[src/sv/reb_pkg.sv]
// Shared types and constants for the rotary encoder and button qualifier.
package reb_pkg;

   // Field and register widths
   localparam int MS_W    = 32;
   localparam int CFG_W   = 16;
   localparam int STEP_W  = 8;
   localparam int INDEX_W = 2;

   typedef logic [MS_W-1:0]          ms_type;
   typedef logic [CFG_W-1:0]         cfg_type;
   typedef logic signed [STEP_W-1:0] step_type;
   typedef logic [INDEX_W-1:0]       index_type;

   // Register indexes on the configuration port
   localparam index_type REG_ROTATION_HOLDOFF = 2'd0;
   localparam index_type REG_BUTTON_DEBOUNCE  = 2'd1;
   localparam index_type REG_LONG_PRESS       = 2'd2;

   // Register reset values
   localparam cfg_type ROTATION_HOLDOFF_RST = 16'd5;
   localparam cfg_type BUTTON_DEBOUNCE_RST  = 16'd50;
   localparam cfg_type LONG_PRESS_RST       = 16'd1000;

   // Step count saturation limits
   localparam step_type STEP_MAX = 8'sd127;
   localparam step_type STEP_MIN = -8'sd128;

   // One pin sample as held in the input stage
   typedef struct packed {
      logic   clock_level;
      logic   data_level;
      logic   button_level;
      ms_type now_ms;
      logic   take_rotation;
      logic   take_short_press;
      logic   take_long_press;
   } sample_type;

   // Button status handed from the button logic to the result register
   typedef struct packed {
      logic short_press;
      logic long_press;
      logic button_held;
   } button_status_type;

endpackage

[src/sv/reb_encoder.sv]
// Encoder edge detection, rotation holdoff and saturating step count.
module reb_encoder (
   input  logic             clock,
   input  logic             reset,
   input  logic             advance,
   input  logic             clock_level,
   input  logic             data_level,
   input  reb_pkg::ms_type  now_ms,
   input  logic             take_rotation,
   input  reb_pkg::cfg_type holdoff_ms,
   output reb_pkg::step_type rotation_steps
);
   import reb_pkg::*;

   logic     prev_clock_ff, prev_clock_in;
   step_type step_ff, step_in;
   ms_type   last_step_ff, last_step_in;

   ms_type   since_step;
   logic     count_step;
   step_type step_next;

   // Count a rising edge once the holdoff has elapsed
   always_comb begin
      since_step = now_ms - last_step_ff;
      count_step = (clock_level != prev_clock_ff) && clock_level &&
                   (since_step >= {{(MS_W-CFG_W){1'b0}}, holdoff_ms});
      step_next  = step_ff;
      if (count_step) begin
         if (!data_level) begin
            if (step_ff != STEP_MAX) begin
               step_next = step_ff + 8'sd1;
            end
         end else begin
            if (step_ff != STEP_MIN) begin
               step_next = step_ff - 8'sd1;
            end
         end
      end
      prev_clock_in = clock_level;
      last_step_in  = count_step ? now_ms : last_step_ff;
      step_in       = take_rotation ? '0 : step_next;
   end

   assign rotation_steps = step_next;

   // Update state once per transaction
   always_ff @(posedge clock) begin
      if (reset) begin
         prev_clock_ff <= 1'b1;
         step_ff       <= '0;
         last_step_ff  <= '0;
      end else if (advance) begin
         prev_clock_ff <= prev_clock_in;
         step_ff       <= step_in;
         last_step_ff  <= last_step_in;
      end
   end

endmodule

[src/sv/reb_button.sv]
// Button debounce, short-press and long-press detection.
module reb_button (
   input  logic                       clock,
   input  logic                       reset,
   input  logic                       advance,
   input  logic                       button_level,
   input  reb_pkg::ms_type            now_ms,
   input  logic                       take_short_press,
   input  logic                       take_long_press,
   input  reb_pkg::cfg_type           debounce_thresh,
   input  reb_pkg::cfg_type           hold_thresh,
   output reb_pkg::button_status_type status
);
   import reb_pkg::*;

   logic   prev_raw_ff, prev_raw_in;
   logic   held_ff, held_in;
   logic   short_ff, short_in;
   logic   long_ff, long_in;
   logic   fired_ff, fired_in;
   ms_type change_time_ff, change_time_in;
   ms_type press_start_ff, press_start_in;

   logic   pressed_raw;
   logic   raw_changed;
   logic   settle;
   ms_type since_change;
   ms_type since_press;
   logic   short_mid;
   logic   fired_mid;
   logic   long_mid;

   always_comb begin
      pressed_raw  = !button_level;
      raw_changed  = (pressed_raw != prev_raw_ff);
      since_change = now_ms - change_time_ff;

      // Restart the stable timer on a raw change, else let the debounced state follow
      settle = !raw_changed && (pressed_raw != held_ff) &&
               (since_change >= {{(MS_W-CFG_W){1'b0}}, debounce_thresh});
      prev_raw_in    = pressed_raw;
      change_time_in = raw_changed ? now_ms : change_time_ff;
      held_in        = settle ? pressed_raw : held_ff;
      press_start_in = press_start_ff;
      short_mid      = short_ff;
      fired_mid      = fired_ff;
      if (settle) begin
         if (pressed_raw) begin
            press_start_in = now_ms;
         end else if (!fired_ff) begin
            short_mid = 1'b1;
         end
         fired_mid = 1'b0;
      end

      // Fire the long press once per hold
      since_press = now_ms - press_start_in;
      long_mid    = long_ff;
      fired_in    = fired_mid;
      if (held_in && !fired_mid &&
          (since_press >= {{(MS_W-CFG_W){1'b0}}, hold_thresh})) begin
         long_mid = 1'b1;
         fired_in = 1'b1;
      end

      status.short_press = short_mid;
      status.long_press  = long_mid;
      status.button_held = held_in;

      // Drop what the transaction takes after reporting it
      short_in = short_mid && !take_short_press;
      long_in  = long_mid && !take_long_press;
   end

   always_ff @(posedge clock) begin
      if (reset) begin
         prev_raw_ff    <= 1'b0;
         held_ff        <= 1'b0;
         short_ff       <= 1'b0;
         long_ff        <= 1'b0;
         fired_ff       <= 1'b0;
         change_time_ff <= '0;
         press_start_ff <= '0;
      end else if (advance) begin
         prev_raw_ff    <= prev_raw_in;
         held_ff        <= held_in;
         short_ff       <= short_in;
         long_ff        <= long_in;
         fired_ff       <= fired_in;
         change_time_ff <= change_time_in;
         press_start_ff <= press_start_in;
      end
   end

endmodule

[src/sv/rotary_encoder_button_qualifier_top.sv]
// Top level of the rotary encoder and push-button qualifier.
// Each transaction is one pin sample with a millisecond timestamp and yields
// exactly one result: the saturating pending step count, the short- and
// long-press flags and the debounced button state. A sample is taken when
// req_valid is high and req_stall is low; it is held in the input register,
// and the encoder and button state update on the same edge that loads the
// result register. Throughput is one transaction per cycle while the result
// channel does not stall, set by the state update loop. A stalled result holds
// in the result register while the next sample still enters the input register.
// Write the three timing registers only while no transaction is in flight.
module rotary_encoder_button_qualifier_top (
   input  logic               clock,
   input  logic               reset,
   // Sample channel
   input  logic               req_valid,
   output logic               req_stall,
   input  logic               req_clock_level,
   input  logic               req_data_level,
   input  logic               req_button_level,
   input  reb_pkg::ms_type    req_now_ms,
   input  logic               req_take_rotation,
   input  logic               req_take_short_press,
   input  logic               req_take_long_press,
   // Result channel
   output logic               rsp_valid,
   input  logic               rsp_stall,
   output reb_pkg::step_type  rsp_rotation_steps,
   output logic               rsp_short_press,
   output logic               rsp_long_press,
   output logic               rsp_button_held,
   // Register write port
   input  logic               csr_wr_en,
   input  reb_pkg::index_type csr_index,
   input  reb_pkg::cfg_type   csr_wr_data
);
   import reb_pkg::*;

   cfg_type           holdoff_ff, debounce_ff, long_press_ff;
   logic              stg_valid_ff, stg_valid_in;
   sample_type        stg_ff;
   logic              rsp_valid_ff, rsp_valid_in;
   step_type          rsp_steps_ff;
   button_status_type rsp_status_ff;

   logic              out_free;
   logic              advance;
   logic              req_take;
   step_type          steps;
   button_status_type status;

   // Write timing registers
   always_ff @(posedge clock) begin
      if (reset) begin
         holdoff_ff    <= ROTATION_HOLDOFF_RST;
         debounce_ff   <= BUTTON_DEBOUNCE_RST;
         long_press_ff <= LONG_PRESS_RST;
      end else if (csr_wr_en) begin
         case (csr_index)
            REG_ROTATION_HOLDOFF: holdoff_ff    <= csr_wr_data;
            REG_BUTTON_DEBOUNCE:  debounce_ff   <= csr_wr_data;
            REG_LONG_PRESS:       long_press_ff <= csr_wr_data;
            default: ;
         endcase
      end
   end

   // Pipeline flow control
   assign out_free  = !rsp_valid_ff || !rsp_stall;
   assign advance   = stg_valid_ff && out_free;
   assign req_stall = stg_valid_ff && !out_free;
   assign req_take  = req_valid && !req_stall;

   assign stg_valid_in = req_take || (stg_valid_ff && !out_free);
   assign rsp_valid_in = advance || (rsp_valid_ff && rsp_stall);

   // Hold the incoming sample
   always_ff @(posedge clock) begin
      if (reset) begin
         stg_valid_ff <= 1'b0;
      end else begin
         stg_valid_ff <= stg_valid_in;
      end
   end

   always_ff @(posedge clock) begin
      if (req_take) begin
         stg_ff.clock_level      <= req_clock_level;
         stg_ff.data_level       <= req_data_level;
         stg_ff.button_level     <= req_button_level;
         stg_ff.now_ms           <= req_now_ms;
         stg_ff.take_rotation    <= req_take_rotation;
         stg_ff.take_short_press <= req_take_short_press;
         stg_ff.take_long_press  <= req_take_long_press;
      end
   end

   reb_encoder u_encoder (
      .clock          (clock),
      .reset          (reset),
      .advance        (advance),
      .clock_level    (stg_ff.clock_level),
      .data_level     (stg_ff.data_level),
      .now_ms         (stg_ff.now_ms),
      .take_rotation  (stg_ff.take_rotation),
      .holdoff_ms     (holdoff_ff),
      .rotation_steps (steps)
   );

   reb_button u_button (
      .clock            (clock),
      .reset            (reset),
      .advance          (advance),
      .button_level     (stg_ff.button_level),
      .now_ms           (stg_ff.now_ms),
      .take_short_press (stg_ff.take_short_press),
      .take_long_press  (stg_ff.take_long_press),
      .debounce_thresh  (debounce_ff),
      .hold_thresh      (long_press_ff),
      .status           (status)
   );

   // Capture the result
   always_ff @(posedge clock) begin
      if (reset) begin
         rsp_valid_ff <= 1'b0;
      end else begin
         rsp_valid_ff <= rsp_valid_in;
      end
   end

   always_ff @(posedge clock) begin
      if (advance) begin
         rsp_steps_ff  <= steps;
         rsp_status_ff <= status;
      end
   end

   assign rsp_valid          = rsp_valid_ff;
   assign rsp_rotation_steps = rsp_steps_ff;
   assign rsp_short_press    = rsp_status_ff.short_press;
   assign rsp_long_press     = rsp_status_ff.long_press;
   assign rsp_button_held    = rsp_status_ff.button_held;

   // A sample blocked in the input register stays there
   a_stage_holds: assert property (@(posedge clock) disable iff (reset)
      (stg_valid_ff && !out_free) |=> stg_valid_ff)
      else $error("input stage dropped a blocked sample");

   // A new sample is taken only when the input register can pass its content on
   a_no_overwrite: assert property (@(posedge clock) disable iff (reset)
      req_take |-> (!stg_valid_ff || out_free))
      else $error("input stage overwritten while blocked");

   // Every processed sample produces a result on the next cycle
   a_result_follows: assert property (@(posedge clock) disable iff (reset)
      advance |=> rsp_valid_ff)
      else $error("processed sample did not produce a result");

   // A waiting result is not replaced
   a_result_holds: assert property (@(posedge clock) disable iff (reset)
      (rsp_valid_ff && rsp_stall) |=> ($stable(rsp_steps_ff) && $stable(rsp_status_ff)))
      else $error("waiting result replaced");

endmodule
[config.mk]
export PLATFORM = sky130hd
export DESIGN_NAME = rotary_encoder_button_qualifier_top
export DESIGN_NICKNAME = d
export VERILOG_FILES = /design/src/sv/reb_pkg.sv /design/src/sv/reb_encoder.sv /design/src/sv/reb_button.sv /design/src/sv/rotary_encoder_button_qualifier_top.sv
export SDC_FILE = /design/constraint.sdc
export NUM_CORES = 1
export LEC_CHECK = 0
export CORE_ASPECT_RATIO = 0.75
export CORE_MARGIN = 2
export CORE_UTILIZATION = 65
export CTS_BUF_LIST = sky130_fd_sc_hd__clkbuf_8
export CTS_CLUSTER_SIZE = 40
export DETAILED_ROUTE_END_ITERATION = 10
export DONT_BUFFER_PORTS = 1
export PLACE_DENSITY = 0.81
export SKIP_CTS_REPAIR_TIMING = 1
export SLEW_MARGIN = 20
export SYNTH_ARGS = -nofsm -noshare
export SYNTH_HDL_FRONTEND = slang
export SYNTH_SLANG_ARGS = --single-unit
[constraint.sdc]
create_clock -name clock -period 13.87 [get_ports clock]
set_clock_uncertainty 0.05 [all_clocks]
set_input_delay 1.387 -clock clock [delete_from_list [all_inputs] [get_ports clock]]
set_output_delay 1.387 -clock clock [all_outputs]
set_load 0.01 [all_outputs]
# Yosys cells after proc, flatten, opt, wreduce, memory -nomap -nowiden
# Cells that the tools add are included.
# totals
regBits	209
inputBits	61
output_inout_bits	13
# classes
add_sub_neg	5
n_lt_le_gt_ge	3
n_eq_ne	7
muxes	14
n_reduce_logical	30
# op_table
op	count
$ge A32 B16 Y1	3
$sub A32 B32 Y32	3
$mux W32	2
$mux W8	5
$ne A8 B8 Y1 const B	2
$logic_and A1 B1 Y1	12
$reduce_and A2 Y1	5
$logic_not A1 Y1	9
$add A8 B2 Y8 const B	1
$sub A8 B2 Y8 const B	1
$mux W1	7
$logic_or A1 B1 Y1	3
$ne A1 B1 Y1	3
$eq A2 B1 Y1 const B	1
$eq A2 B2 Y1 const B	1
$logic_not A2 Y1	1

# Longest topological paths before layout
# depth
depth_word	11
depth_mapped	54
depth_no_buf	52

# By module
# From an unflattened synthesis, not the netlist that was laid out.
# unflattened
hier_cells	2012
hier_area_um2	16397.0
# by_module_without_submodules
module	n_inst	cells_per_inst	area_per_inst_um2	seq_area_each_um2
reb_button	1	1114	7996.4	1381.3
reb_encoder	1	649	4858.4	820.8
rotary_encoder_button_qualifier_top	1	249	3542.1	2472.4

# Worst setup path after synthesis
# OpenSTA, ideal clock, no wires.
# synth_path
path_kind	register -> register
start	reg, netlist name stg_ff[4]
end	reg u_button.long_ff
setup_ps	122
arrival_time_ps	10384
required_ps	13698
slack_ps	3314
stages_incl_launch_ff	54
cell_sequence	edfxtp_1 -> inv_1 -> fa_1 -> nand2b_1 -> a21o_1 -> a21oi_1 -> o21a_1 -> o21ai_0 -> nand2b_1 -> nand3_1 -> nand2_1 -> xor2_1 -> ha_1 -> nand2_1 -> o21ai_0 -> o21bai_1 -> nor4bb_1 -> o2111ai_1 -> (+18 left out) -> o211ai_1 -> a22oi_1 -> o221ai_2 -> a31o_2 -> a21oi_1 -> xnor2_1 -> ha_1 -> nand4_1 -> o21ai_0 -> nor4_1 -> nand4_1 -> a2111oi_0 -> and4_1 -> or3b_1 -> a221o_1 -> or4_1 -> o41a_1 -> a221o_1
# synth_between
elab_chain_cells	9
elab_cells_between_ends	14
cone_classes	add/sub (2); order compare (2); mux (5); reduce/logical (5)
# synth_lines
element	line_no	rtl
$sub A32 B32 Y32	reb_button.sv:36	since_change = now_ms - change_time_ff;
$ge A32 B16 Y1	reb_button.sv:40	(since_change >= {{(MS_W-CFG_W){1'b0}}, debounce_thresh});
$logic_and A1 B1 Y1	reb_button.sv:39	settle = !raw_changed && (pressed_raw != held_ff) &&
$mux W32	reb_button.sv:47	if (settle) begin
net u_button.press_start_in[0]	reb_button.sv:22	ms_type press_start_ff, press_start_in;
$sub A32 B32 Y32	reb_button.sv:57	since_press = now_ms - press_start_in;
$ge A32 B16 Y1	reb_button.sv:61	(since_press >= {{(MS_W-CFG_W){1'b0}}, hold_thresh})) begin
$logic_and A1 B1 Y1	reb_button.sv:60	if (held_in && !fired_mid &&
$mux W1	reb_button.sv:60	
$logic_and A1 B1 Y1	reb_button.sv:72	long_in = long_mid && !take_long_press;
end signal, assigned	reb_button.sv:88	long_ff <= long_in;
end, declared	reb_button.sv:19	logic long_ff, long_in;
# The timed path passes the listed nets, and every way through them passes these cells.
# A chain may end at the register's enable or synchronous reset.

# Worst setup path in the final report
# layout_path
start	reg, netlist name stg_ff[4]
end	reg rsp_status_ff, in the netlist rsp_long_press (data pin)
# layout_between
elab_chain_cells	8
elab_cells_between_ends	13
cone_classes	add/sub (2); order compare (2); mux (5); reduce/logical (4)
# layout_lines
element	line_no	rtl
$sub A32 B32 Y32	reb_button.sv:36	
$ge A32 B16 Y1	reb_button.sv:40	
$logic_and A1 B1 Y1	reb_button.sv:39	
$mux W32 / $mux W1 (equally long branches)	reb_button.sv:47	
$sub A32 B32 Y32 / $logic_not A1 Y1 (equally long branches)	reb_button.sv:57, reb_button.sv:60	
$ge A32 B16 Y1 / $logic_and A1 B1 Y1 (equally long branches)	reb_button.sv:61, reb_button.sv:60	
$logic_and A1 B1 Y1 *	reb_button.sv:60	
$mux W1 *	reb_button.sv:60	
net u_button.long_mid	reb_button.sv:31	logic long_mid;
end signal, assigned	rotary_encoder_button_qualifier_top.sv:134	rsp_status_ff <= status;
end, declared	rotary_encoder_button_qualifier_top.sv:43	button_status_type rsp_status_ff;
# The timed path passes the listed nets; every way through them passes the cells marked *.

==> results.cfg <==
[timing]
finalMaxSlewViolations = 0
maxSlewHeadroom_pct = 30.9
post-route-min-period_ns = 11.81
rsz0062_at_grt = no
final.setup.tns_ns = 0
finalSetupViolCount = 0
fin_crit_sh_pct = 85.2
hold_viol = 0
whs_ns = 0.374
worst_pin_slew_ns = 1.04
fmax_mhz = 84.7

[synth]
synth-seq-cells = 209
synthFlopType = dfxtp_1
syn-num-nets = 2194
post-synth-top-area-cell = dfxtp_1
synth_top_area_share_pct = 20.8
ys_warn_count = 0
synth_area_um2 = 15400
syn_inst = 1989
synth_most_common_cell = nand2_1
yosys-top-cells-count = nand2_1, a21oi_1, nor2_1
synthTopCellsByArea = dfxtp_1, ha_1, edfxtp_1, a21oi_1, nand2_1
syn_area_per_cell_um2 = 7.73
ys_seq_area_share_pct = 30.4
synth_edf_count = 49
synth_cell_types = 90
synthArstFlopShare_pct = 0

[worst_setup_path]
cp.required_ns = 14.09
cp_max_fo = 33
r2r_end = rsp_long_press
worstReg2RegStart = stg_ff[4]
endpoint_kind = register
max_stage_delay_ns = 0.57
crit_type = reg2reg
crit_family = compound AO/OA/AOI/OAI gates
cp_slowest_cell = edfxtp_1
r2r_setup_slack_ns = 2.06
crit_arrival_ns = 12.03
critical_path_buf_inv_count = 2
rr_worst_depth = 49
startpoint_type = register

[grt]
grt_usage_pct = 35.6
antenna_found_initial = 1
grt_pass1_wl_um = 70200
grt_pass1_vias = 13400
grt-ovfl-total = 0
grt_max_degree = 163

[detailed_routing]
first_pass_iters = 6
drt_iter0_drc = 1533
via_count = 14600
viasPerCell = 6.43
final_antenna_net_count = 0
route.final.wire_length_um = 45000
route.detailed.drc = 0
wire_per_inst_um = 19.8

[finish]
multiInputGateArea_um2 = 9760
drive_gt1_share_pct = 4.41
num-fill-cells = 1907
ff_latch_area_um2 = 4670
final_nets = 2150
syn2layout_area_growth_pct = 5.35

[clock_network]
clk_pin_slew_ns = 0.07
cts_tree = done
cts_buffers = 35
cts_max_level = 2
clkLatencyLatePin_ns = 0.55
root_buffer = clkbuf_8
cts_buffer_depth = 3
cts.sinks = 209

[pwr]
p_per_area_nw_per_um2 = 102
ir_worst_vdd_mv = 0.0825
p_leak_nw = 6.40

[floorplanning]
die_x_um = 182
core_um2 = 23100
dieArea_um2 = 24900
die_y_um = 137
pin_count = 74
num_rows = 48
start_util_pct = 66.5

[min_path]
min_from = stg_ff[1]
hold_depth = 1
min_to = u_button.short_ff
hold_path_class = reg2reg

[place]
port_buffers = 0
dpl.hpwl_um = 33900
globalplace.congestion = 0.965

[status]
status = complete, no violations

[run]
drv_cap = 0
[worst max-delay path by stage]
stage                        to  startpoint  cells past startpoint  slack [ns]
6_report         rsp_long_press   stg_ff[4]                     49        2.06
5_1_grt          rsp_long_press   stg_ff[4]                     48        1.07
4_1_cts          rsp_long_press   stg_ff[4]                     49        2.17
3_5_place_dp     rsp_long_press   stg_ff[4]                     49        2.20
3_3_place_gp   u_button.long_ff   stg_ff[4]                     49        2.57
2_1_floorplan  u_button.long_ff   stg_ff[4]                     53        3.31
[logic make-up after synthesis]
| group | share of synthesized area [%] |
|---|---|
| buffers and inverters | 6.34 |
| AOI/OAI and AO/OA | 25.3 |
| and+or+nand+nor | 20.1 |
| DFF | 30.4 |
| xor gates and xnor gates | 3.19 |
| adders and majority gates | 11.9 |
| muxes | 2.78 |
[final cells by class]
| cell class | instances | area share (%) |
|---|---|---|
| repair buffers | 11 | 0.633 |
| clock inverters | 24 | 0.726 |
| inverters | 163 | 3.79 |
| clock buffers | 40 | 3.40 |
| multi-input cells | 1525 | 60.3 |
| diodes | 1 | 0.0155 |
| well taps | 300 | 2.32 |
| flip-flops and latches | 209 | 28.9 |
[through the flow]
stage	instance area [um2]	cells	total power (W)	worst slack, ns	utilization, %
after floorplan	15400	1989	0.00101	3.31	-
after global placement	15500	2207	0.00110	2.57	67.0
after detailed placement	15500	2207	0.00111	2.20	67.0
after CTS	16200	2271	0.00164	2.17	69.9
after global routing	16200	2272	0.00173	1.07	70.0
final	16200	2273	0.00165	2.06	70.0
[state kept, by name, summed over array words and instances, names as in the netlist, 8 cells and up]
name	flops
holdoff_ff	16
u_encoder.step_ff	8
u_button.press_start_ff	32
u_button.change_time_ff	32
long_press_ff	16
u_encoder.last_step_ff	32
rsp_rotation_steps	8
stg_ff	38
debounce_ff	16
[where the power goes]
part,internal [W],total [W],leakage (nW),switching (W)
Sequential,0.000649,0.000674,1.78,0.0000246
Clock,0.000267,0.000533,0.393,0.000265
Combinational,0.000170,0.000440,4.23,0.000270
Total,0.00109,0.00165,6.40,0.000560
[cell usage in the layout (no fill, tap or decap), types with 5 or more instances in the layout]
master,n
nand3_1,38
o211ai_1,13
clkinv_2,6
and2_1,9
o21a_1,18
ha_1,141
a211o_1,13
inv_1,175
a211oi_1,39
nor3_1,26
a22o_1,6
a21boi_0,5
or3_1,14
nand2b_1,21
o22ai_1,12
xnor2_1,38
edfxtp_1,49
nor2b_1,23
dfxtp_1,160
a21oi_1,264
nor3b_1,6
and3_1,10
a21o_1,56
nor2_1,172
o21bai_1,12
buf_4,10
or4_1,5
o21ai_0,74
a2111oi_0,12
clkbuf_8,40
nand4_1,30
nor4_1,10
a221oi_1,5
o21ai_1,9
mux2i_1,37
o31ai_1,9
xor2_1,18
a31oi_1,7
nand2_1,267
[routing by layer]
layer,GRT usage (%),vias up,part of all wire [%]
met5,0,-,0.031
met4,10.6,2,2.4
met3,7.90,100,11
met2,54.7,699,42
met1,50.5,6801,45
li1,-,7009,-
Power figures use the tool's default switching activity.
